$ cat src/hw/rtl/page_frame_lru_manager_defines.svh
// ---------------------------------------------------------------------------
// page_frame_lru_manager_defines
// Assertion macros for the page frame manager RTL.
// ---------------------------------------------------------------------------
`ifndef PAGE_FRAME_LRU_MANAGER_DEFINES_SVH
`define PAGE_FRAME_LRU_MANAGER_DEFINES_SVH

// same-cycle implication, disabled in reset
`define PFLM_ASSERT_IMP(lbl, clk, rst_n, a, c) \
  lbl: assert property (@(posedge clk) disable iff (!rst_n) (a) |-> (c)) \
    else $error("assertion failed");

// next-cycle implication, disabled in reset
`define PFLM_ASSERT_NXT(lbl, clk, rst_n, a, c) \
  lbl: assert property (@(posedge clk) disable iff (!rst_n) (a) |=> (c)) \
    else $error("assertion failed");

`endif

$ cat src/hw/rtl/pflm_pkg.sv
// ---------------------------------------------------------------------------
// pflm_pkg
// Types and constants of the page frame LRU manager.
// ---------------------------------------------------------------------------
`timescale 1ns / 1ps
`default_nettype none
package pflm_pkg;
  localparam int FRAMES  = 16;
  localparam int IDX_W   = $clog2(FRAMES);
  localparam int AGE_W   = IDX_W;
  localparam int CNT_W   = IDX_W + 1;
  localparam int PAGE_W  = 16;
  localparam int PIN_W   = 8;
  localparam int CMD_W   = 3;
  localparam int STAT_W  = 3;
  localparam int FRAME_W = 4;
  localparam int DCNT_W  = 17;

  typedef enum logic [CMD_W-1:0] {
    CMD_FETCH  = 3'd0,
    CMD_NEW    = 3'd1,
    CMD_UNPIN  = 3'd2,
    CMD_DELETE = 3'd3,
    CMD_FLUSH  = 3'd4
  } cmd_e;

  typedef enum logic [STAT_W-1:0] {
    STAT_OK        = 3'd0,
    STAT_BEYOND    = 3'd1,
    STAT_FREED     = 3'd2,
    STAT_NO_VICTIM = 3'd3,
    STAT_NOT_RES   = 3'd4,
    STAT_PINNED    = 3'd5
  } status_e;

  typedef enum logic [1:0] {
    UPD_NONE,
    UPD_TOUCH,
    UPD_INC_ALL,
    UPD_DROP
  } upd_mode_t;

  typedef enum logic [2:0] {
    S_IDLE,
    S_SCAN,
    S_DECIDE,
    S_UPD,
    S_DONE
  } state_t;

  typedef struct packed {
    logic [PAGE_W-1:0] page;
    logic              dirty;
    logic [PIN_W-1:0]  pins;
    logic [AGE_W-1:0]  age;
  } entry_t;

  typedef struct packed {
    logic [CMD_W-1:0]  cmd;
    logic [PAGE_W-1:0] page_id;
    logic [DCNT_W-1:0] disk_page_count;
    logic              page_is_free;
  } req_t;

  typedef struct packed {
    logic [STAT_W-1:0] status;
    logic [IDX_W-1:0]  frame;
    logic              hit;
    logic              read_request;
    logic              write_back;
    logic [PAGE_W-1:0] write_back_page;
    logic              release_on_disk;
    logic              zero_frame;
  } res_t;

  typedef struct packed {
    logic              rd_en;
    logic [IDX_W-1:0]  rd_addr;
    logic              we;
    logic [IDX_W-1:0]  wr_addr;
    entry_t            wr_data;
    logic              vset;
    logic              vclr;
    logic [IDX_W-1:0]  vidx;
  } mem_req_t;
endpackage
`default_nettype wire

$ cat src/hw/rtl/page_frame_lru_manager.sv
// ---------------------------------------------------------------------------
// page_frame_lru_manager
// Buffer pool frame manager with LRU replacement and pin counts.
// ---------------------------------------------------------------------------
// Usage:
//   Input channel in_valid/in_ready carries one request (cmd, page_id,
//   disk_page_count, page_is_free). Result channel out_valid/out_ready
//   carries one answer per request: status, frame, hit and disk actions.
//   A request walks the frame table in a memory with a registered read:
//   a scan pass, a decision step, and for requests that change state a
//   read-modify-write pass, then a step that posts the result. One
//   request is in work at a time: a new request is taken only after
//   the last one has posted its result.
//   The result sits in an output register, so the next request is taken
//   while it waits; if the receiver stalls, the finished request waits
//   in its last step until the register frees.
//   Reset clears all frame valid bits: every frame is free afterward.
// ---------------------------------------------------------------------------
`timescale 1ns / 1ps
`default_nettype none
module page_frame_lru_manager (
  input  wire logic        clk,
  input  wire logic        rst_n,
  input  wire logic        in_valid,
  output logic             in_ready,
  input  wire logic [2:0]  in_cmd,
  input  wire logic [15:0] in_page_id,
  input  wire logic [16:0] in_disk_page_count,
  input  wire logic        in_page_is_free,
  output logic             out_valid,
  input  wire logic        out_ready,
  output logic [2:0]       out_status,
  output logic [3:0]       out_frame_index,
  output logic             out_hit,
  output logic             out_read_request,
  output logic             out_write_back,
  output logic [15:0]      out_write_back_page,
  output logic             out_release_on_disk,
  output logic             out_zero_frame
);
  import pflm_pkg::*;

  req_t              req;
  res_t              res;
  logic              res_valid;
  logic              slot_free;
  mem_req_t          mreq;
  entry_t            rd_data;
  logic [FRAMES-1:0] valid;
  logic              out_valid_r;
  res_t              out_res_r;

  assign req.cmd             = in_cmd;
  assign req.page_id         = in_page_id;
  assign req.disk_page_count = in_disk_page_count;
  assign req.page_is_free    = in_page_is_free;

  assign slot_free = !out_valid_r || out_ready;

  pflm_ctrl u_ctrl (
    .clk           (clk),
    .rst_n         (rst_n),
    .req_valid     (in_valid),
    .req_ready     (in_ready),
    .req           (req),
    .res_valid     (res_valid),
    .res_slot_free (slot_free),
    .res           (res),
    .mreq          (mreq),
    .rd_data       (rd_data),
    .valid         (valid)
  );

  pflm_store u_store (
    .clk     (clk),
    .rst_n   (rst_n),
    .mreq    (mreq),
    .rd_data (rd_data),
    .valid   (valid)
  );

  always_ff @(posedge clk) begin
    if (!rst_n) begin
      out_valid_r <= 1'b0;
    end else if (res_valid) begin
      out_valid_r <= 1'b1;
    end else if (out_ready) begin
      out_valid_r <= 1'b0;
    end
  end

  always_ff @(posedge clk) begin
    if (res_valid) begin
      out_res_r <= res;
    end
  end

  assign out_valid           = out_valid_r;
  assign out_status          = out_res_r.status;
  assign out_frame_index     = FRAME_W'(out_res_r.frame);
  assign out_hit             = out_res_r.hit;
  assign out_read_request    = out_res_r.read_request;
  assign out_write_back      = out_res_r.write_back;
  assign out_write_back_page = out_res_r.write_back_page;
  assign out_release_on_disk = out_res_r.release_on_disk;
  assign out_zero_frame      = out_res_r.zero_frame;
endmodule
`default_nettype wire

$ cat src/hw/rtl/pflm_store.sv
// ---------------------------------------------------------------------------
// pflm_store
// Frame table memory (registered read) plus per-frame valid bits.
// ---------------------------------------------------------------------------
`timescale 1ns / 1ps
`default_nettype none
module pflm_store (
  input  wire logic                     clk,
  input  wire logic                     rst_n,
  input  wire pflm_pkg::mem_req_t       mreq,
  output pflm_pkg::entry_t              rd_data,
  output logic [pflm_pkg::FRAMES-1:0]   valid
);
  import pflm_pkg::*;

  entry_t              mem [FRAMES];
  entry_t              rd_data_r;
  logic [FRAMES-1:0]   valid_r;
  logic [FRAMES-1:0]   valid_nxt;

  always_ff @(posedge clk) begin
    if (mreq.we) begin
      mem[mreq.wr_addr] <= mreq.wr_data;
    end
    if (mreq.rd_en) begin
      rd_data_r <= mem[mreq.rd_addr];
    end
  end

  always_comb begin
    valid_nxt = valid_r;
    if (mreq.vset) begin
      valid_nxt[mreq.vidx] = 1'b1;
    end
    if (mreq.vclr) begin
      valid_nxt[mreq.vidx] = 1'b0;
    end
  end

  always_ff @(posedge clk) begin
    if (!rst_n) begin
      valid_r <= '0;
    end else begin
      valid_r <= valid_nxt;
    end
  end

  assign rd_data = rd_data_r;
  assign valid   = valid_r;
endmodule
`default_nettype wire

$ cat src/hw/rtl/pflm_ctrl.sv
// ---------------------------------------------------------------------------
// pflm_ctrl
// Request sequencer: scan pass, decision, read-modify-write rank pass.
// ---------------------------------------------------------------------------
`timescale 1ns / 1ps
`default_nettype none
`include "page_frame_lru_manager_defines.svh"
module pflm_ctrl (
  input  wire logic                     clk,
  input  wire logic                     rst_n,
  input  wire logic                     req_valid,
  output logic                          req_ready,
  input  wire pflm_pkg::req_t           req,
  output logic                          res_valid,
  input  wire logic                     res_slot_free,
  output pflm_pkg::res_t                res,
  output pflm_pkg::mem_req_t            mreq,
  input  wire pflm_pkg::entry_t         rd_data,
  input  wire logic [pflm_pkg::FRAMES-1:0] valid
);
  import pflm_pkg::*;

  typedef struct packed {
    res_t              res;
    logic              do_upd;
    logic              tgt_wr;
    logic [IDX_W-1:0]  tgt;
    entry_t            tgt_ent;
    upd_mode_t         mode;
    logic [AGE_W-1:0]  ref_age;
    logic              vset;
    logic              vclr;
    logic [IDX_W-1:0]  vidx;
  } plan_t;

  state_t            state_r, state_nxt;
  logic [CNT_W-1:0]  cnt_r, cnt_nxt;
  logic              rd_vld_r;
  logic [IDX_W-1:0]  rd_idx_r;
  req_t              req_r;
  logic              found_r, free_r, vic_r;
  logic [IDX_W-1:0]  fidx_r, freeidx_r, vidx_r;
  entry_t            fent_r, vent_r;
  plan_t             plan_r, plan_nxt;
  entry_t            upd_ent;
  logic              pid_ok;
  logic              rd_is_valid;

  assign rd_is_valid = valid[rd_idx_r];

  // sequencer
  always_comb begin
    state_nxt = state_r;
    cnt_nxt   = cnt_r;
    mreq      = '0;
    req_ready = 1'b0;
    res_valid = 1'b0;
    case (state_r)
      S_IDLE: begin
        req_ready = 1'b1;
        if (req_valid) begin
          state_nxt = S_SCAN;
          cnt_nxt   = '0;
        end
      end
      S_SCAN, S_UPD: begin
        if (cnt_r < CNT_W'(FRAMES)) begin
          mreq.rd_en   = 1'b1;
          mreq.rd_addr = cnt_r[IDX_W-1:0];
          cnt_nxt      = cnt_r + 1'b1;
        end
        if (state_r == S_UPD && rd_vld_r) begin
          mreq.we      = 1'b1;
          mreq.wr_addr = rd_idx_r;
          mreq.wr_data = upd_ent;
        end
        if (cnt_r == CNT_W'(FRAMES) && rd_vld_r) begin
          state_nxt = (state_r == S_SCAN) ? S_DECIDE : S_DONE;
        end
      end
      S_DECIDE: begin
        cnt_nxt   = '0;
        state_nxt = plan_nxt.do_upd ? S_UPD : S_DONE;
      end
      S_DONE: begin
        if (res_slot_free) begin
          res_valid  = 1'b1;
          mreq.vset  = plan_r.vset;
          mreq.vclr  = plan_r.vclr;
          mreq.vidx  = plan_r.vidx;
          state_nxt  = S_IDLE;
        end
      end
      default: state_nxt = S_IDLE;
    endcase
  end

  always_ff @(posedge clk) begin
    if (!rst_n) begin
      state_r  <= S_IDLE;
      cnt_r    <= '0;
      rd_vld_r <= 1'b0;
    end else begin
      state_r  <= state_nxt;
      cnt_r    <= cnt_nxt;
      rd_vld_r <= mreq.rd_en;
    end
  end

  // scan bookkeeping
  always_ff @(posedge clk) begin
    rd_idx_r <= mreq.rd_addr;
    if (state_r == S_IDLE && req_valid) begin
      req_r   <= req;
      found_r <= 1'b0;
      free_r  <= 1'b0;
      vic_r   <= 1'b0;
    end
    if (state_r == S_SCAN && rd_vld_r) begin
      if (rd_is_valid && rd_data.page == req_r.page_id && !found_r) begin
        found_r <= 1'b1;
        fidx_r  <= rd_idx_r;
        fent_r  <= rd_data;
      end
      if (!rd_is_valid && !free_r) begin
        free_r    <= 1'b1;
        freeidx_r <= rd_idx_r;
      end
      if (rd_is_valid && rd_data.pins == '0 && (!vic_r || rd_data.age > vent_r.age)) begin
        vic_r  <= 1'b1;
        vidx_r <= rd_idx_r;
        vent_r <= rd_data;
      end
    end
    if (state_r == S_DECIDE) begin
      plan_r <= plan_nxt;
    end
  end

  // decision
  assign pid_ok = {1'b0, req_r.page_id} < req_r.disk_page_count;

  always_comb begin
    plan_nxt = '0;
    case (req_r.cmd)
      CMD_FETCH, CMD_NEW: begin
        if (!pid_ok) begin
          plan_nxt.res.status = STAT_BEYOND;
        end else if (req_r.page_is_free) begin
          plan_nxt.res.status = STAT_FREED;
        end else if (found_r) begin
          plan_nxt.res.hit        = 1'b1;
          plan_nxt.res.frame      = fidx_r;
          plan_nxt.res.zero_frame = (req_r.cmd == CMD_NEW);
          plan_nxt.do_upd         = 1'b1;
          plan_nxt.tgt_wr         = 1'b1;
          plan_nxt.tgt            = fidx_r;
          plan_nxt.tgt_ent        = fent_r;
          plan_nxt.tgt_ent.age    = '0;
          plan_nxt.tgt_ent.dirty  = fent_r.dirty | (req_r.cmd == CMD_NEW);
          if (fent_r.pins != '1) begin
            plan_nxt.tgt_ent.pins = fent_r.pins + 1'b1;
          end
          plan_nxt.mode    = UPD_TOUCH;
          plan_nxt.ref_age = fent_r.age;
        end else if (free_r || vic_r) begin
          plan_nxt.res.frame        = free_r ? freeidx_r : vidx_r;
          plan_nxt.res.read_request = (req_r.cmd == CMD_FETCH);
          plan_nxt.res.zero_frame   = (req_r.cmd == CMD_NEW);
          plan_nxt.do_upd           = 1'b1;
          plan_nxt.tgt_wr           = 1'b1;
          plan_nxt.tgt              = free_r ? freeidx_r : vidx_r;
          plan_nxt.tgt_ent.page     = req_r.page_id;
          plan_nxt.tgt_ent.dirty    = (req_r.cmd == CMD_NEW);
          plan_nxt.tgt_ent.pins     = PIN_W'(1);
          plan_nxt.tgt_ent.age      = '0;
          if (free_r) begin
            plan_nxt.mode = UPD_INC_ALL;
            plan_nxt.vset = 1'b1;
            plan_nxt.vidx = freeidx_r;
          end else begin
            plan_nxt.mode                = UPD_TOUCH;
            plan_nxt.ref_age             = vent_r.age;
            plan_nxt.res.write_back      = vent_r.dirty;
            plan_nxt.res.write_back_page = vent_r.dirty ? vent_r.page : '0;
          end
        end else begin
          plan_nxt.res.status = STAT_NO_VICTIM;
        end
      end
      CMD_UNPIN, CMD_FLUSH: begin
        if (!found_r) begin
          plan_nxt.res.status = STAT_NOT_RES;
        end else begin
          plan_nxt.res.frame           = fidx_r;
          plan_nxt.res.hit             = 1'b1;
          plan_nxt.res.write_back      = (req_r.cmd == CMD_FLUSH) | fent_r.dirty;
          plan_nxt.res.write_back_page =
            ((req_r.cmd == CMD_FLUSH) | fent_r.dirty) ? req_r.page_id : '0;
          plan_nxt.do_upd        = 1'b1;
          plan_nxt.tgt_wr        = 1'b1;
          plan_nxt.tgt           = fidx_r;
          plan_nxt.tgt_ent       = fent_r;
          plan_nxt.tgt_ent.dirty = 1'b0;
          if (req_r.cmd == CMD_UNPIN && fent_r.pins != '0) begin
            plan_nxt.tgt_ent.pins = fent_r.pins - 1'b1;
          end
          plan_nxt.mode = UPD_NONE;
        end
      end
      CMD_DELETE: begin
        if (found_r && fent_r.pins != '0) begin
          plan_nxt.res.status = STAT_PINNED;
          plan_nxt.res.frame  = fidx_r;
          plan_nxt.res.hit    = 1'b1;
        end else begin
          if (found_r) begin
            plan_nxt.res.frame           = fidx_r;
            plan_nxt.res.hit             = 1'b1;
            plan_nxt.res.write_back      = fent_r.dirty;
            plan_nxt.res.write_back_page = fent_r.dirty ? req_r.page_id : '0;
            plan_nxt.do_upd              = 1'b1;
            plan_nxt.mode                = UPD_DROP;
            plan_nxt.ref_age             = fent_r.age;
            plan_nxt.vclr                = 1'b1;
            plan_nxt.vidx                = fidx_r;
          end
          if (pid_ok) begin
            plan_nxt.res.release_on_disk = 1'b1;
          end else if (!found_r) begin
            plan_nxt.res.status = STAT_NOT_RES;
          end
        end
      end
      default: plan_nxt = '0;
    endcase
  end

  // rank update of one entry
  always_comb begin
    upd_ent = rd_data;
    if (plan_r.tgt_wr && rd_idx_r == plan_r.tgt) begin
      upd_ent = plan_r.tgt_ent;
    end else if (rd_is_valid) begin
      case (plan_r.mode)
        UPD_TOUCH: begin
          if (rd_data.age < plan_r.ref_age) upd_ent.age = rd_data.age + 1'b1;
        end
        UPD_INC_ALL: upd_ent.age = rd_data.age + 1'b1;
        UPD_DROP: begin
          if (rd_data.age > plan_r.ref_age) upd_ent.age = rd_data.age - 1'b1;
        end
        default: upd_ent = rd_data;
      endcase
    end
  end

  assign res = plan_r.res;

  `PFLM_ASSERT_IMP(a_res_in_done, clk, rst_n, res_valid, state_r == S_DONE)
  `PFLM_ASSERT_IMP(a_we_in_upd, clk, rst_n, mreq.we, state_r == S_UPD)
  `PFLM_ASSERT_NXT(a_decide_exit, clk, rst_n, state_r == S_DECIDE,
    state_r == S_UPD || state_r == S_DONE)
  `PFLM_ASSERT_IMP(a_read_is_miss, clk, rst_n, res_valid && res.read_request,
    !res.hit && res.status == STAT_OK)
endmodule
`default_nettype wire
$ cat config.mk
export PLATFORM = sky130hd
export DESIGN_NAME = page_frame_lru_manager
export DESIGN_NICKNAME = d
export VERILOG_FILES = /design/src/hw/rtl/pflm_pkg.sv /design/src/hw/rtl/page_frame_lru_manager.sv /design/src/hw/rtl/pflm_store.sv /design/src/hw/rtl/pflm_ctrl.sv
export VERILOG_INCLUDE_DIRS = /design/src /design/src/hw/rtl
export SDC_FILE = /design/constraint.sdc
export NUM_CORES = 1
export LEC_CHECK = 0
export BUFFER_PORTS_ARGS = -buffer_cell sky130_fd_sc_hd__clkbuf_2
export CORE_MARGIN = 2
export CORE_UTILIZATION = 45
export DETAILED_ROUTE_END_ITERATION = 7
export RECOVER_POWER = 25
export SKIP_CTS_REPAIR_TIMING = 1
export SYNTH_ARGS = -nofsm -noshare
export SYNTH_HDL_FRONTEND = slang
export SYNTH_SLANG_ARGS = --single-unit
$ cat constraint.sdc
create_clock -name clk -period 11.85 [get_ports clk]
set_input_delay 1.185 -clock clk [delete_from_list [all_inputs] [get_ports clk]]
set_output_delay 1.185 -clock clk [all_outputs]
set_load 0.05 [all_outputs]
==> flow_metrics.env, run 1 <==
export IMPL_io_buffers=70
export IMPL_start_kind="input pin"
export IMPL_worst_setup_path_type="in -> reg"
export IMPL_synth_seq_cells=727
export IMPL_power_frac_clock_pct=44.3
export IMPL_viasPerCell=5.84
export IMPL_layout_common_cells="edfxtp_1 (694), nand2_1 (211), clkbuf_16 (76), nand3_1 (71), nor2_1 (69)"
export IMPL_skew_ns=0.0190
export IMPL_multi_input_area_um2=7210
export IMPL_yosysWarnings=0
export IMPL_grt_setup_unrepaired="false"
export IMPL_firstDrtPassIters=5
export IMPL_reg2regPathDepth=13
export IMPL_relSlewSlack_pct=-148
export IMPL_antenna_found_initial=1
export IMPL_synth_edf_count=694
export IMPL_root_buffer="clkbuf_16"
export IMPL_synth_seq_area_share_pct=73.2
export IMPL_netlist_area_leader_share_pct=71.0
export IMPL_htreeDepth=3
export IMPL_syn_area_um2=29400
export IMPL_regArea_um2=21500
export IMPL_path_clk_slew_ns=0.06
export IMPL_fmax_ghz=0.133
export IMPL_nets=2012
export IMPL_holdPathStages=0
export IMPL_fp_row_count=93
export IMPL_synthTopCellsByArea="edfxtp_1 (71%), mux4_2 (4.8%), nand2_1 (2.7%)"
export IMPL_cts_made_buffers=75
export IMPL_hpwl_um=39000
export IMPL_num_antenna_cells=0
export IMPL_synthFlopType="edfxtp_1"
export IMPL_grt_overflow_total=0
export IMPL_min_period_over_period_pct=63.3
export IMPL_combPwrFrac_pct=1.5
export IMPL_vdd_drop_max_mv=0.0934
export IMPL_vias=16700
export IMPL_wl_per_cell_um=23.5
export IMPL_setup_viol=0
export IMPL_clockBufferDepth=3
export IMPL_cp_max_fo=74
export IMPL_coreArea_um2=64500
export IMPL_hold_viol=0
export IMPL_die_h_um=259
export IMPL_hp_class="reg -> reg"
export IMPL_synth_net_count=1933
export IMPL_ios=71
export IMPL_grt_pass1_wl_um=102000
export IMPL_area_growth_pct=12.2
export IMPL_fin_crit_ns=7.50
export IMPL_leakagePower_uw=0.0119
export IMPL_cts_tree="done"
export IMPL_grt_pass1_vias=16400
export IMPL_synth_area_per_cell_um2=15.8
export IMPL_die_x_um=259
export IMPL_p_int_uw=4180
export IMPL_die_area_um2=67300
export IMPL_drt_iter0_markers=1774
export IMPL_initial_utilization_pct=45.5
export IMPL_n_fill_cell=5301
export IMPL_tns_ns=0
export IMPL_slew_violations=404
export IMPL_drv_cap=11
export IMPL_power_switching_uw=1020
export IMPL_async_flop_share_pct=0
export IMPL_status="finished, violations left"
export IMPL_grt_max_degree=83
export IMPL_clock_latency_ns=0.61
export IMPL_synth_distinct_cells=74
export IMPL_cp_data_required_time_ns=12.06
export IMPL_gp_congestion=0.827
export IMPL_setup_worst_path_end_class="flip-flop"
export IMPL_cts_sinks=727
export IMPL_netSwitchingFraction_pct=19.6
export IMPL_routed_wl_um=67200
export IMPL_seq_power_share_pct=54.2
export IMPL_layout_drive_gt1_share_pct=13.8
export IMPL_arrival_ns=7.71
export IMPL_violations="capacitance limit, slew limit"
export IMPL_postRouteAntennaNets=0
export IMPL_final_common_cell="edfxtp_1"
export IMPL_track_usage_pct=20.1
export IMPL_fin_util_pct=51.1
export IMPL_reg2reg_slack_ns=4.53
export IMPL_worst_slew_pin_slew_ns=3.73
export IMPL_power_density_nw_per_um2=158
export IMPL_synth_top_area_cell="edfxtp_1"
export IMPL_syn_inst=1862
export IMPL_drcViolationCount=0
## state kept, by name, summed over array words and instances (netlist names), 3 cells and up
| name | flops |
|---|---|
| u_ctrl.cnt_r | 5 |
| u_store.rd_data | 29 |
| out_frame_index | 4 |
| u_ctrl.vidx_r | 4 |
| u_ctrl.rd_idx_r | 4 |
| u_ctrl.state_r | 3 |
| u_ctrl.plan_r | 46 |
| u_ctrl.fent_r | 29 |
| u_ctrl.fidx_r | 4 |
| u_ctrl.freeidx_r | 4 |
| out_write_back_page | 16 |
| u_store.valid | 16 |
| out_status | 3 |
| u_store.mem | 464 |
| u_ctrl.req_r | 37 |
| u_ctrl.res | 28 |
| u_ctrl.vent_r | 21 |
## worst paths after layout
path | start | endpoint
worst max-delay path | in_valid | u_store.rd_data[7]
worst min-delay path | u_ctrl.res[26] | out_status[1]
worst min register to register | u_ctrl.res[26] | out_status[1]
worst max register to register | u_ctrl.state_r[1] | u_store.rd_data[7]
## metrics by stage
stage | total power [uW] | worst slack, ns | cell area, um2 | cells | hold WS [ns]
2_1_floorplan | 2910 | 5.15 | 29400 | 1862 | 0.400
3_3_place_gp | 2950 | 5.85 | 30700 | 2719 | 0.405
3_5_place_dp | 2950 | 5.73 | 30700 | 2719 | 0.405
4_1_cts | 5240 | 6.40 | 33100 | 2857 | 0.415
5_1_grt | 5360 | 3.95 | 32900 | 2857 | 0.420
6_report | 5200 | 4.35 | 32900 | 2857 | 0.418
## logic make-up (layout without fill, tap and decap cells)
| logic type | Yosys count | after routing | share of synthesized area, % |
|---|---|---|---|
| and+or+nand+nor | 508 | 508 | 8.28 |
| AOI/OAI and AO/OA | 333 | 333 | 8.22 |
| buffers and inverters | 150 | 290 | 2.48 |
| DFF | 727 | 727 | 73.2 |
| adders and majority gates | 30 | 30 | 1.28 |
| xor gates and xnor gates | 21 | 21 | 0.626 |
| muxes | 93 | 93 | 5.87 |
## power by group through the flow
stage | Combinational, uW | Sequential, uW | Clock (uW)
6_report | 78.9 | 2820 | 2300
5_1_grt | 87.3 | 2820 | 2450
3_5_place_dp | 80.1 | 2870 | 0
4_1_cts | 80.4 | 2820 | 2350
3_3_place_gp | 78.3 | 2870 | 0
2_1_floorplan | 55.9 | 2860 | 0
## cell usage after synthesis, types with 11 or more instances
cell      number
a211oi_1      37
mux2i_1       29
buf_6         14
mux4_2        63
nand3_1       72
a311oi_1      31
dfxtp_1       33
o21ai_0       41
a31oi_1       36
edfxtp_1     694
clkbuf_1      59
a21o_1        11
a22o_1        23
inv_1         40
a221oi_1      30
ha_1          30
and3_1        14
nor2_1        80
a21oi_1       60
buf_2         21
nand2_1      213
and2_1        38
a32o_1        23
nand2b_1      11
xor2_1        19
nor3_1        17
## layer usage
metal,vias to the layer above,share of wire (%),GRT usage [%]
li1,7479,-,-
met1,8494,45,29.2
met2,581,46,31.0
met3,119,7.1,3.93
met4,0,2.3,5.51
met5,-,0,0
## cell type report
class	instances	share of cell area [%]
Timing Repair Buffer	108	1.73
Clock inverter	48	1.36
Sequential cell	727	65.3
Clock buffer	90	5.94
Multi-Input combinational cell	985	21.9
Inverter	44	0.517
Tap cell	855	3.25
## critical path: stages
cell	delay [ns]
clkbuf_1	0.14
nor3_1	0.26
a211oi_1	0.21
nand2_4	0.16
clkinvlp_2	1.85
nand2_4	1.37
inv_4	0.38
buf_4	0.47
buf_4	0.49
and2_1	0.30
a211oi_1	0.24
a311oi_1	0.10
a31oi_1	0.31
a21oi_1	0.11
Power figures use the tool's default switching activity.
==> inputs of run 2 (changes only) <==
Clock period 11.85 ns to 7.25 ns, I/O delays scaled along.
==> run 2 against run 1 <==
Sequential power up 63%. Power up 64%. Count of clock-buffer cells in the layout up 13. Critical endpoint unchanged. Global-route usage up 0.27 points. Cell count down 0.32%. Setup slack worse by 2.2 ns. The run still ends with capacitance limit, slew limit left. Register-to-register slack worse by 2.4 ns. Clock power up 66%. Design area about the same. Flip-flop and latch count unchanged. Die area unchanged.
==> flow_metrics.env, run 2 (synthesis gave the netlist of run 1 again) <==
export IMPL_die_area_um2=67300
export IMPL_worst_slew_pin_slew_ns=3.91
export IMPL_netSwitchingFraction_pct=19.4
export IMPL_postRouteAntennaNets=0
export IMPL_cp_depth=4
export IMPL_skew_ns=0.0146
export IMPL_arrival_ns=5.29
export IMPL_cts_made_buffers=77
export IMPL_clock_latency_ns=0.62
export IMPL_crit_buf_inv=1
export IMPL_multi_input_area_um2=7240
export IMPL_p_int_uw=6890
export IMPL_firstDrtPassIters=6
export IMPL_grt_pass1_wl_um=102000
export IMPL_pre_cts_ws_ns=2.53
export IMPL_slew_violations=277
export IMPL_regArea_um2=21500
export IMPL_start_kind="flip-flop"
export IMPL_grt_pass1_vias=16600
export IMPL_layout_common_cells="edfxtp_1 (694), nand2_1 (211), clkbuf_16 (79), nand3_1 (71), nor2_1 (67)"
export IMPL_fin_ws_ns=2.17
export IMPL_combPwrFrac_pct=1.6
export IMPL_htreeDepth=3
export IMPL_track_usage_pct=20.4
export IMPL_final_cells=2848
export IMPL_design_area_um2=32900
export IMPL_cp_max_fo=44
export IMPL_antenna_found_initial=0
export IMPL_drv_cap=7
export IMPL_worst_setup_path_type="reg -> reg"
export IMPL_seq_power_share_pct=53.8
export IMPL_violations="capacitance limit, slew limit"
export IMPL_vias=16900
export IMPL_grt_setup_unrepaired="false"
export IMPL_die_x_um=259
export IMPL_root_buffer="clkbuf_16"
export IMPL_dp_cells=2717
export IMPL_die_h_um=259
export IMPL_tns_ns=0
export IMPL_io_buffers=70
export IMPL_initial_utilization_pct=45.5
export IMPL_leakagePower_uw=0.0119
export IMPL_coreArea_um2=64500
export IMPL_reg2regPathDepth=4
export IMPL_holdPathStages=1
export IMPL_routed_wl_um=68200
export IMPL_power_frac_clock_pct=44.6
export IMPL_max_stage_delay_ns=2.77
export IMPL_cp_data_required_time_ns=7.46
export IMPL_reg_largest_list="u_store.mem (464), u_ctrl.plan_r (46), u_ctrl.req_r (37)"
export IMPL_top_register="u_store.mem"
export IMPL_vdd_drop_max_mv=0.148
export IMPL_fp_row_count=93
export IMPL_power_switching_uw=1660
export IMPL_layout_drive_gt1_share_pct=13.5
export IMPL_cts_tree="done"
export IMPL_status="finished, violations left"
export IMPL_path_clk_slew_ns=0.06
export IMPL_largest_reg_flops=464
export IMPL_grt_max_degree=92
export IMPL_n_fill_cell=5317
export IMPL_final_common_cell="edfxtp_1"
export IMPL_setup_worst_path_end_class="flip-flop"
export IMPL_wl_per_cell_um=24.0
export IMPL_drcViolationCount=0
export IMPL_fmax_ghz=0.197
export IMPL_fin_crit_ns=5.08
export IMPL_hold_viol=0
export IMPL_cts_sinks=727
export IMPL_nets=2012
export IMPL_grt_overflow_total=0
export IMPL_critical_path_top_delay_family="buffers and inverters"
export IMPL_gp_congestion=0.824
export IMPL_holdWs_ns=0.284
export IMPL_power_density_nw_per_um2=259
export IMPL_setup_viol=0
export IMPL_slowest_stage="clkbuf_1"
export IMPL_hpwl_um=38600
export IMPL_viasPerCell=5.92
export IMPL_area_growth_pct=12.2
export IMPL_num_antenna_cells=0
export IMPL_relSlewSlack_pct=-161
export IMPL_ios=71
export IMPL_place_area_um2=30700
export IMPL_min_period_over_period_pct=70.1
export IMPL_crit_chain="clkbuf_1 > mux4_2 > a221oi_1 > a21oi_1"
export IMPL_drt_iter0_markers=1754
export IMPL_clockBufferDepth=3
export IMPL_hp_class="in -> reg"
run 2: path summary, 6_finish.rpt:
path	start	endpoint	slack (ns)
worst max-delay path	u_ctrl.cnt_r[0]	u_store.rd_data[7]	2.17
worst min-delay path	in_page_id[5]	u_ctrl.req_r[23]	0.28
worst max register to register	u_ctrl.cnt_r[0]	u_store.rd_data[7]	2.17
worst min register to register	u_ctrl.res[11]	out_write_back_page[9]	0.42
run 2: per-layer routing:
| metal | share of wire [%] | track usage [%] |
|---|---|---|
| met1 | 44 | 29.1 |
| met2 | 46 | 32.2 |
| met3 | 6.9 | 3.37 |
| met4 | 2.6 | 6.24 |
| met5 | 0 | 0 |
run 2: metrics by stage:
stage          utilization (%)  power [uW]
2_1_floorplan                -        4760
3_3_place_gp              47.6        4820
3_5_place_dp              47.6        4830
4_1_cts                   51.3        8610
5_1_grt                   51.1        8780
6_report                  51.1        8550
run 2: cell type report:
| cell class | instances | share of cell area, % |
|---|---|---|
| tap | 855 | 3.25 |
| inverter | 44 | 0.516 |
| clock buffer | 103 | 6.27 |
| timing repair buffer | 106 | 1.71 |
| clock inverter | 28 | 1.01 |
| multi-input combinational | 985 | 22.0 |
| sequential | 727 | 65.3 |
run 2: power groups by stage:
stage,sequential [uW],clock [uW],combinational (uW)
after floorplan,4670,0,93.3
after global placement,4690,0,131
after CTS,4600,3870,136
final,4600,3810,134
after detailed placement,4690,0,136
after global routing,4600,4030,149
==> inputs of run 3 (changes only) <==
Settings changed: ABC_AREA from default to 1.
Clock period 7.25 ns to 4.75 ns, I/O delays scaled along.
==> run 3 against run 2 <==
The flow still finishes with violations (capacitance limit, slew limit). Non-clock buffer count up 3. Sequential share of layout area fell by 0.60 points. Wire length rose by 12%. Clock skew grew 0.0075 ns. Area after synthesis increased by 0.80%. Clock power up 55%. First-iteration DRC count rose by 23%. Setup slack worse by 1.4 ns. Flip-flop and latch count is the same. Power rose by 86%. Count of clock-buffer cells in the layout down 5. Critical path type unchanged.
==> flow_metrics.env, run 3 <==
export IMPL_gp_congestion=0.842
export IMPL_num_antenna_cells=0
export IMPL_largest_reg_flops=464
export IMPL_die_h_um=260
export IMPL_firstDrtPassIters=5
export IMPL_worst_setup_path_type="reg -> reg"
export IMPL_routed_wl_um=76600
export IMPL_drv_cap=5
export IMPL_power_density_nw_per_um2=478
export IMPL_nets=2469
export IMPL_synth_area_per_cell_um2=12.7
export IMPL_power_frac_clock_pct=37.3
export IMPL_fp_row_count=94
export IMPL_io_buffers=70
export IMPL_crit_chain="inv_2 > nor2_1 > nand2_1 > nor2_4 > clkbuf_1 > o221ai_1 > nand3_1 > nand2_1"
export IMPL_synth_top_area_cell="edfxtp_1"
export IMPL_synthFlopType="edfxtp_1"
export IMPL_syn_inst=2329
export IMPL_slowest_stage="clkbuf_1"
export IMPL_grt_overflow_total=0
export IMPL_async_flop_share_pct=0
export IMPL_power_switching_uw=4410
export IMPL_cp_data_required_time_ns=5.10
export IMPL_vias=19400
export IMPL_area_growth_pct=12.3
export IMPL_combPwrFrac_pct=13.5
export IMPL_reg2regPathDepth=8
export IMPL_dp_cells=3184
export IMPL_layout_drive_gt1_share_pct=8.52
export IMPL_hold_viol=0
export IMPL_hpwl_um=42400
export IMPL_synth_seq_cells=727
export IMPL_grt_setup_unrepaired="false"
export IMPL_final_cells=3318
export IMPL_netlist_area_leader_share_pct=70.4
export IMPL_die_area_um2=67800
export IMPL_clockBufferDepth=3
export IMPL_max_stage_delay_ns=1.56
export IMPL_critPathLaunch="u_ctrl.state_r[0]"
export IMPL_slew_violations=180
export IMPL_grt_pass1_wl_um=115000
export IMPL_drt_iter0_markers=2157
export IMPL_rr_endpoint="u_store.rd_data[27]"
export IMPL_synth_distinct_cells=49
export IMPL_arrival_ns=4.36
export IMPL_setup_worst_path_end_class="flip-flop"
export IMPL_htreeDepth=3
export IMPL_min_period_over_period_pct=84.5
export IMPL_synth_seq_area_share_pct=72.7
export IMPL_hp_class="in -> reg"
export IMPL_viasPerCell=5.84
export IMPL_pre_cts_ws_ns=1.25
export IMPL_synthTopCellsByArea="edfxtp_1 (70%), o21ai_0 (4.6%), nor2_1 (4.1%)"
export IMPL_p_total_uw=15900
export IMPL_fin_crit_ns=4.01
export IMPL_track_usage_pct=22.6
export IMPL_p_int_uw=11500
export IMPL_cp_max_fo=38
export IMPL_worst_slew_pin_slew_ns=3.37
export IMPL_cts_tree="done"
export IMPL_cts_made_buffers=75
export IMPL_hp_start="in_disk_page_count[3]"
export IMPL_postRouteAntennaNets=0
export IMPL_reg_largest_list="u_store.mem (464), u_ctrl.plan_r (46), u_ctrl.req_r (37)"
export IMPL_fin_util_pct=50.8
export IMPL_layout_common_cells="edfxtp_1 (694), nor2_1 (308), nand2_1 (272), o21ai_0 (272), inv_1 (133)"
export IMPL_root_buffer="clkbuf_16"
export IMPL_initial_utilization_pct=45.3
export IMPL_synth_net_count=2400
export IMPL_grt_max_degree=118
export IMPL_grt_pass1_vias=18600
export IMPL_path_common_cell="nand2_1"
export IMPL_top_register="u_store.mem"
export IMPL_relSlewSlack_pct=-126
export IMPL_hold_end="u_ctrl.req_r[4]"
export IMPL_clock_latency_ns=0.62
export IMPL_fmax_ghz=0.249
export IMPL_drcViolationCount=0
export IMPL_violations="capacitance limit, slew limit"
export IMPL_yosysWarnings=0
export IMPL_skew_ns=0.0221
export IMPL_antenna_found_initial=1
export IMPL_cts_sinks=727
export IMPL_synth_edf_count=694
export IMPL_syn_area_um2=29600
export IMPL_coreArea_um2=65400
export IMPL_netSwitchingFraction_pct=27.7
export IMPL_path_clk_slew_ns=0.06
export IMPL_final_common_cell="edfxtp_1"
export IMPL_r2r_start="u_ctrl.state_r[0]"
export IMPL_reg2reg_slack_ns=0.74
export IMPL_holdPathStages=1
export IMPL_seq_power_share_pct=49.2
export IMPL_wl_per_cell_um=23.1
export IMPL_fin_ws_ns=0.737
export IMPL_die_x_um=260
export IMPL_vdd_drop_max_mv=0.335
export IMPL_setup_viol=0
export IMPL_start_kind="flip-flop"
export IMPL_status="finished, violations left"
export IMPL_synth_top_cells_by_count="edfxtp_1 (694), nor2_1 (323), o21ai_0 (272), nand2_1 (269), inv_1 (131)"
export IMPL_synth_most_common_cell="edfxtp_1"
export IMPL_ios=71
export IMPL_tns_ns=0
export IMPL_leakagePower_uw=0.0103
run 3: how the worst max path moves through the flow:
stage	endpoint	cells past startpoint
2_1_floorplan	u_ctrl.state_r[0]	5
5_1_grt	u_store.rd_data[27]	8
4_1_cts	u_store.mem[7][28]	10
3_3_place_gp	u_store.mem[7][25]	10
6_report	u_store.rd_data[27]	8
3_5_place_dp	u_store.mem[7][26]	10
run 3: worst max-delay path, delay by kind of cell (launching register included):
family | cells | cell delay (ns)
compound gates | 1 | 0.61
buf+inv | 2 | 1.62
flops | 1 | 0.48
simple gates | 5 | 1.01
run 3: layer usage:
layer	vias up	global-route usage (%)	share of wire [%]
li1	8685	-	-
met1	9647	31.2	42
met2	880	36.0	46
met3	148	3.98	8.7
met4	2	8.65	3.2
met5	-	0	0.016
run 3: final cells by class:
type                       count  area, um2
fill                        5585      32100
sequential                   727      21500
clock buffer                  98       2050
clock inverter                35        398
tap                          864       1080
multi-input combinational   1344       7050
inverter                     141        536
timing repair buffer         109        633
run 3: through the flow:
| stage | instance area [um2] | hold slack, ns |
|---|---|---|
| floorplan | 29600 | 0.400 |
| global placement | 30900 | 0.403 |
| detailed placement | 30900 | 0.406 |
| CTS | 33300 | 0.00898 |
| global route | 33200 | 0.0230 |
| finish | 33200 | 0.0357 |
run 3: cells by family (layout without fill, tap and decap cells):
group                    Yosys count  count (layout)  share of synthesized area [%]
flip-flops                       727             727                           72.7
AND/OR/NAND/NOR                  727             727                           10.2
AO/OA/AOI/OAI                    570             570                           11.5
buffers and inverters            258             383                           3.94
adder cells (fa/ha/maj)           30              30                           1.27
XOR/XNOR                          17              17                          0.503
run 3: power by group through the flow:
stage / registers [uW] / clock network, uW / logic (uW)
floorplan: 7940 / 0 / 1400
global placement: 7920 / 0 / 2150
detailed placement: 7920 / 0 / 2180
CTS: 7800 / 6020 / 2190
global route: 7860 / 6250 / 2390
finish: 7820 / 5920 / 2150
